## src/rtl/core/xorshift_add_prng_8x32_macros.svh

```systemverilog
// Assertion macros shared by the generator RTL.
// XAP_ASSERT_SAME checks the consequent in the same cycle as the antecedent.
// XAP_ASSERT_NEXT checks the consequent in the cycle after the antecedent.
`ifndef XORSHIFT_ADD_PRNG_8X32_MACROS_SVH
`define XORSHIFT_ADD_PRNG_8X32_MACROS_SVH

`ifndef NO_ASSERTIONS

`define XAP_ASSERT_SAME(label, ante, cons) \
    label: assert property (@(posedge clk) disable iff (!rst_n) (ante) |-> (cons)) \
        else $error("generator assertion failed");

`define XAP_ASSERT_NEXT(label, ante, cons) \
    label: assert property (@(posedge clk) disable iff (!rst_n) (ante) |=> (cons)) \
        else $error("generator assertion failed");

`else

`define XAP_ASSERT_SAME(label, ante, cons)

`define XAP_ASSERT_NEXT(label, ante, cons)

`endif

`endif

```

## src/rtl/core/xapr_pkg.sv

```systemverilog
package xapr_pkg;

    typedef logic [31:0] word_t;
    typedef logic [7:0][31:0] words_t;

    // Seed scrambling multiplier.
    localparam word_t SEED_MULT = 32'h2545_F492;

    // Generator words after reset, word 7 first.
    localparam words_t RESET_WORDS = {
        32'h8765_4321, 32'h1234_5678, 32'hA5A5_A5A5, 32'h3D62_7E37,
        32'h7F4A_7C15, 32'hEAD3_D6C8, 32'h0620_81DE, 32'hBAD5_EED1
    };

    // One xorshift step (right 13, left 17, right 5) on the running seed.
    function automatic word_t seed_scramble(input word_t s);
        word_t a;
        word_t b;
        begin
            a = s ^ (s >> 13);
            b = a ^ (a << 17);
            return b ^ (b >> 5);
        end
    endfunction

    // Output word: rotl(w1 * 5, 7) * 9, built from shifts and adds.
    function automatic word_t draw_out(input word_t w1);
        word_t m5;
        word_t r;
        begin
            m5 = w1 + (w1 << 2);
            r  = {m5[24:0], m5[31:25]};
            return r + (r << 3);
        end
    endfunction

    // One state advance of the eight words.
    function automatic words_t draw_update(input words_t w_in);
        words_t w;
        word_t  t;
        begin
            w = w_in;
            t = w[1] << 9;
            w[2] = w[2] ^ w[0];
            w[5] = w[5] + w[1];
            w[1] = w[1] ^ w[2];
            w[7] = w[7] ^ w[3];
            w[3] = w[3] + w[4];
            w[4] = w[4] ^ w[5];
            w[0] = w[0] ^ w[6];
            w[6] = w[6] ^ w[7];
            w[6] = w[6] ^ t;
            w[2] = {w[2][20:0], w[2][31:21]};
            return w;
        end
    endfunction

endpackage

```

## src/rtl/core/xorshift_add_prng_8x32.sv

```systemverilog
// Channel  | Group          | Contents
// request  | s_axis_t*      | tuser: cmd (0 reseed, 1 draw); tdata: seed_value
// result   | m_axis_t*      | tdata: random_value (one per draw, none per reseed)
//
// A draw's result is shown in the cycle after it is accepted; draws can be accepted
// every cycle while results are taken. A reseed holds s_axis_tready low after it is
// accepted: the seed scrambler and multiplier fill the eight words in turn, then the
// word updater makes WARMUP_DRAWS warm-up passes.
// Reset loads the fixed word constants and clears the running seed; no clearing pass.
// The result register holds a word while m_axis_tready is low; a draw waits for it.
`include "xorshift_add_prng_8x32_macros.svh"

module xorshift_add_prng_8x32 #(
    parameter int WARMUP_DRAWS = 16
) (
    input  logic                 clk,
    input  logic                 rst_n,
    input  logic                 s_axis_tvalid,
    output logic                 s_axis_tready,
    input  logic [31:0]          s_axis_tdata,   // [31:0] seed_value
    input  logic [0:0]           s_axis_tuser,   // [0] cmd
    output logic                 m_axis_tvalid,
    input  logic                 m_axis_tready,
    output xapr_pkg::word_t      m_axis_tdata    // [31:0] random_value
);

    import xapr_pkg::*;

    localparam logic [1:0] ST_IDLE = 2'd0;
    localparam logic [1:0] ST_SEED = 2'd1;
    localparam logic [1:0] ST_WARM = 2'd2;

    localparam logic CMD_RESEED = 1'b0;
    localparam logic CMD_DRAW   = 1'b1;

    localparam int WCW = (WARMUP_DRAWS > 0) ? $clog2(WARMUP_DRAWS + 1) : 1;

    logic [1:0]     state_reg, state_next;
    logic [2:0]     step_reg, step_next;
    logic [WCW-1:0] warm_reg, warm_next;
    word_t          seed_reg, seed_next;
    words_t         words_reg, words_next;
    logic           out_valid_reg, out_valid_next;
    word_t          out_data_reg, out_data_next;

    logic   req_accept;
    word_t  seed_step;
    word_t  seed_word;
    words_t words_adv;

    assign s_axis_tready = (state_reg == ST_IDLE) && (!out_valid_reg || m_axis_tready);
    assign req_accept    = s_axis_tvalid && s_axis_tready;
    assign m_axis_tvalid = out_valid_reg;
    assign m_axis_tdata  = out_data_reg;

    // Shared seed unit: scramble, then multiply and add the word index.
    assign seed_step = seed_scramble(seed_reg);
    assign seed_word = word_t'(seed_step * SEED_MULT) + word_t'(step_reg);

    // Shared word updater, used by draws and warm-up passes alike.
    assign words_adv = draw_update(words_reg);

    // Sequencer.
    always_comb
    begin
        state_next     = state_reg;
        step_next      = step_reg;
        warm_next      = warm_reg;
        seed_next      = seed_reg;
        words_next     = words_reg;
        out_valid_next = out_valid_reg;
        out_data_next  = out_data_reg;

        if (out_valid_reg && m_axis_tready)
        begin
            out_valid_next = 1'b0;
        end

        unique case (state_reg)
            ST_IDLE:
            begin
                if (req_accept)
                begin
                    if (s_axis_tuser[0] == CMD_DRAW)
                    begin
                        out_data_next  = draw_out(words_reg[1]);
                        words_next     = words_adv;
                        out_valid_next = 1'b1;
                    end
                    else
                    begin
                        seed_next  = s_axis_tdata;
                        step_next  = 3'd0;
                        state_next = ST_SEED;
                    end
                end
            end
            ST_SEED:
            begin
                seed_next            = seed_step;
                words_next[step_reg] = seed_word;
                step_next            = step_reg + 3'd1;
                if (step_reg == 3'd7)
                begin
                    if (WARMUP_DRAWS > 0)
                    begin
                        warm_next  = WCW'(WARMUP_DRAWS);
                        state_next = ST_WARM;
                    end
                    else
                    begin
                        state_next = ST_IDLE;
                    end
                end
            end
            ST_WARM:
            begin
                words_next = words_adv;
                warm_next  = warm_reg - WCW'(1);
                if (warm_reg == WCW'(1))
                begin
                    state_next = ST_IDLE;
                end
            end
            default:
            begin
                state_next = ST_IDLE;
            end
        endcase
    end

    // State registers.
    always_ff @(posedge clk or negedge rst_n)
    begin
        if (!rst_n)
        begin
            state_reg     <= ST_IDLE;
            step_reg      <= 3'd0;
            warm_reg      <= '0;
            seed_reg      <= '0;
            words_reg     <= RESET_WORDS;
            out_valid_reg <= 1'b0;
        end
        else
        begin
            state_reg     <= state_next;
            step_reg      <= step_next;
            warm_reg      <= warm_next;
            seed_reg      <= seed_next;
            words_reg     <= words_next;
            out_valid_reg <= out_valid_next;
        end
    end

    // Result payload.
    always_ff @(posedge clk)
    begin
        out_data_reg <= out_data_next;
    end

    // A reseed keeps the request side busy on the next cycle.
    `XAP_ASSERT_NEXT(a_reseed_busy, req_accept && (s_axis_tuser[0] == CMD_RESEED), !s_axis_tready)
    // An accepted draw shows a result on the next cycle.
    `XAP_ASSERT_NEXT(a_draw_result, req_accept && (s_axis_tuser[0] == CMD_DRAW), m_axis_tvalid)
    // Seeding and warm-up never raise a result.
    `XAP_ASSERT_NEXT(a_no_result_busy, state_reg != ST_IDLE, !$rose(m_axis_tvalid))

endmodule
```

## config.mk

```make
export PLATFORM = sky130hd
export DESIGN_NAME = xorshift_add_prng_8x32
export DESIGN_NICKNAME = d
export VERILOG_FILES = /design/src/rtl/core/xapr_pkg.sv /design/src/rtl/core/xorshift_add_prng_8x32.sv
export VERILOG_INCLUDE_DIRS = /design/src /design/src/rtl/core
export SDC_FILE = /design/constraint.sdc
export NUM_CORES = 2
export LEC_CHECK = 0
export ABC_AREA = 1
export BUFFER_PORTS_ARGS = -buffer_cell sky130_fd_sc_hd__buf_2
export CAP_MARGIN = 20
export CORE_MARGIN = 3
export CORE_UTILIZATION = 35
export CTS_CLUSTER_DIAMETER = 30
export DETAILED_ROUTE_END_ITERATION = 16
export SYNTH_ARGS = -nofsm -noshare
export SYNTH_HDL_FRONTEND = slang
export SYNTH_SLANG_ARGS = --single-unit
```

## constraint.sdc

```tcl
create_clock -name clk -period 20.2 [get_ports clk]
set_input_delay 1.01 -clock clk [delete_from_list [all_inputs] [get_ports clk]]
set_output_delay 1.01 -clock clk [all_outputs]
set_load 0.02 [all_outputs]
```

==> impl_summary.md <==
Run status
The flow ran to the end, and the final reports show no timing, DRC or antenna violations.

STA
The number of hold-slack violations in the final timing report is 0. Setup violations remaining at the end of the flow were counted as 0. Setup repair after global routing left no endpoint under its margin. The post-route setup TNS is 0 ps.

The minimum clock period after layout is roughly 9000 ps. Headroom to the max-slew limit came out at ~30%. The achievable frequency is around 110 MHz. The actual transition at the worst max-transition pin is around 1000 ps. The number of slew-limit violations in the final report was 0.

The worst path uses between 40 and 50% of the clock period. Clock skew on the completed layout was measured at 36.45 ps.

CTS
The H-tree generated during clock tree synthesis spans 3 levels. The number of gates resized after CTS was 0. At the later pin of the worst-skew pair, clock insertion delay measures around 640 ps. The largest buffer count on any clock path is 3. The clock edge transition at the registers on the reported setup and hold paths is about 50 ps. The tree built by TritonCTS fans out to roughly 330 sinks.

The cell sitting at the root of the clock tree is a sky130_fd_sc_hd__clkbuf_16. Clock tree synthesis inserted a total of 89 buffers. The number of setup buffers added after CTS is 0. TritonCTS built the clock tree. In this run, post-CTS hold repair placed 0 buffers.

Global route
The number of global-route vias before repair is 29820. The initial antenna violation count is 3. The global-route usage over all layers is between 20% and 30%. The global-route wire length before repair is 184400 um. The global-route congestion overflow total is 0. Entering global routing, the biggest net connects roughly 150 pins.

Synthesis
After synthesis the cells add up to about 33000 um^2. By area the synthesized netlist is led by sky130_fd_sc_hd__dfrtp_1 13%, sky130_fd_sc_hd__ha_1 11%, sky130_fd_sc_hd__dfstp_2 10%, sky130_fd_sc_hd__nand2_1 10%, sky130_fd_sc_hd__fa_1 9.4%. The fraction of the yosys area taken by sequential cells is between 20% and 30%. The fraction of synthesis flops using an asynchronous set or reset pin is about nine tenths. Yosys printed 0 warnings.

The flip-flop and latch count after synthesis is between 300 and 400. In this run, synthesis inferred 32 flip-flops with an integrated enable. Among all flip-flop cells after synthesis, the most frequent one is sky130_fd_sc_hd__dfrtp_1. The top-area cell type share of the netlist area is around an eighth. In this run the mean area of a mapped cell was ~7.6 um^2. The post-synthesis instance total is 4289. Synthesis produced a netlist with a net count of 4776.

In this run, distinct cell masters in the synthesized netlist total between 60 and 70. The biggest area contributor in the post-synthesis netlist is sky130_fd_sc_hd__dfrtp_1.

Worst hold path
The tightest min-delay check is of the in2async type.

Setup path
The master of the slowest instance on the critical path is sky130_fd_sc_hd__fa_1. The type of the setup path with the least slack is reg2reg. The longest individual stage delay on the worst path is 600 ps. In this run the critical register-to-register path is launched from seed_reg[15]$_DFFE_PN0P_. The sort of element at the end of the critical path is a flop. The worst register-to-register path has a depth of 34.

Data on the critical path arrives at its endpoint at 9470 ps. In this run the worst path has a maximum fanout of 8. The endpoint identified for the worst register-to-register timing path is words_reg[255]$_DFFE_PN1P_. Across all register-to-register paths, the minimum setup slack is 11300 ps. The worst setup path is launched from a flop. STA puts the critical path data required time at 20770 ps.

Routing
Using the TritonRoute via totals, the vias-per-cell ratio works out to around 5.4. The post-route antenna net violation count is 0. In the routed design, unresolved DRC markers number 0. The average wire per cell in the routed design is ~21 um. The total wire length after detailed routing is 121800 um. The total via count in the routed design is a little over 30000.

The first routing iteration left just under 3000 violations. The first detailed-routing pass ran for 8 iterations.

Finish
At the end of the flow, the number of nets in the layout was between 4000 and 5000. The antenna diode count is 0. The flip-flop count of the largest register after layout is ~260. Of the cells placed in the final design, the portion with a size suffix greater than 1 is 11.87%. The layout overhead on the synthesized area is 15.23%.

Floorplanning
The total core area is around 92000 um^2. After floorplanning, the core was divided into ~110 placement rows. The height of the die is between 300 and 400 um.

The initial utilization of the core area, before any placement, comes to 35.45%. The floorplan step set the die width to a little over 300 um. The die covers roughly 97000 um^2. The count of boundary I/O pins is just over 70.

Placed design
The global placer's final weighted congestion is around 0.99. The number of buffers inserted by port buffering is 70. After legalization and detailed placement, the total HPWL measured 90540 um.

Run
The total of max-cap violations is 0.
how the worst max path moves through the flow:
stage	startpoint	end	slack, ps	cells past startpoint
finish	seed_reg[15]$_DFFE_PN0P_	words_reg[255]$_DFFE_PN1P_	11300	34
global route	seed_reg[15]$_DFFE_PN0P_	words_reg[255]$_DFFE_PN1P_	10880	34
CTS	seed_reg[15]$_DFFE_PN0P_	words_reg[125]$_DFFE_PN1P_	11340	34
detailed placement	seed_reg[15]$_DFFE_PN0P_	words_reg[127]$_DFFE_PN0P_	11410	33
global placement	seed_reg[15]$_DFFE_PN0P_	words_reg[127]$_DFFE_PN0P_	11360	35
floorplan	seed_reg[13]$_DFFE_PN0P_	words_reg[189]$_DFFE_PN1P_	12580	35
synth_stat cells, types with 45 or more instances:
cell / n
sky130_fd_sc_hd__dfstp_2: 128
sky130_fd_sc_hd__or2_2: 45
sky130_fd_sc_hd__xnor2_1: 153
sky130_fd_sc_hd__xor2_1: 115
sky130_fd_sc_hd__nor2_1: 337
sky130_fd_sc_hd__nand2_1: 873
sky130_fd_sc_hd__ha_1: 297
sky130_fd_sc_hd__nand3_1: 251
sky130_fd_sc_hd__dfrtp_1: 171
sky130_fd_sc_hd__fa_1: 153
sky130_fd_sc_hd__inv_1: 585
sky130_fd_sc_hd__o21ai_0: 243
sky130_fd_sc_hd__a21oi_1: 333
sky130_fd_sc_hd__clkbuf_1: 87
per-stage QoR:
step	instances	setup WS, ps	hold WS, ps	utilization, %	cell area [um^2]
after floorplan	4289	12580	450.2	-	32640
after global placement	5535	11360	464.2	37.49	34520
after detailed placement	5535	11410	464.3	37.49	34520
after CTS	5699	11340	463.7	40.83	37600
after global routing	5700	10880	482.5	40.85	37610
final	5700	11300	396.2	40.85	37610
area by class of cell:
type | count | area, um^2
clock buffer | 121 | 2529
clock inverter | 43 | 545.5
fill | 9354 | 54470
inverter | 608 | 2285
multi-input combinational | 3241 | 21390
sequential | 331 | 8603
tap | 1243 | 1555
timing repair buffer | 113 | 703.2
layout by cell type, fill, tap and decap left out, types with 45 or more instances in the layout:
| master | count |
|---|---|
| sky130_fd_sc_hd__ha_1 | 297 |
| sky130_fd_sc_hd__dfstp_2 | 128 |
| sky130_fd_sc_hd__fa_1 | 153 |
| sky130_fd_sc_hd__a21oi_1 | 332 |
| sky130_fd_sc_hd__buf_2 | 69 |
| sky130_fd_sc_hd__nand2_1 | 873 |
| sky130_fd_sc_hd__inv_1 | 585 |
| sky130_fd_sc_hd__clkbuf_16 | 90 |
| sky130_fd_sc_hd__nand3_1 | 251 |
| sky130_fd_sc_hd__dfrtp_1 | 171 |
| sky130_fd_sc_hd__xnor2_1 | 153 |
| sky130_fd_sc_hd__xor2_1 | 115 |
| sky130_fd_sc_hd__o21ai_0 | 243 |
| sky130_fd_sc_hd__nor2_1 | 327 |
| sky130_fd_sc_hd__or2_2 | 45 |
worst max-delay path, delay by kind of cell (launching register included):
kind / cells / cell delay [ps]
fa+ha+maj: 9 / 4480
simple gates: 16 / 2450
buf+inv: 7 / 790
xor+xnor: 1 / 500
flops: 1 / 420
compound gates: 1 / 180
logic make-up after synthesis:
logic type	Yosys count	synth area share, %
buffers and inverters	717	8.307
DFF	331	26.36
muxes	6	0.2070
AOI/OAI and AO/OA	867	15.28
and+or+nand+nor	1645	21.64
xor gates and xnor gates	273	7.441
adders and majority gates	450	20.77
per-layer routing:
layer | up-vias | share of wire, % | GRT usage [%]
met5 | - | 0 | 0
met4 | 0 | 4.1 | 9.364
met1 | 14900 | 43 | 33.60
met3 | 279 | 8.7 | 4.190
met2 | 1337 | 44 | 38.89
li1 | 14370 | - | -
Power is left out: the tool's default activity adds up to more than one toggle a clock period on the data nets, which glitch-free logic cannot reach.
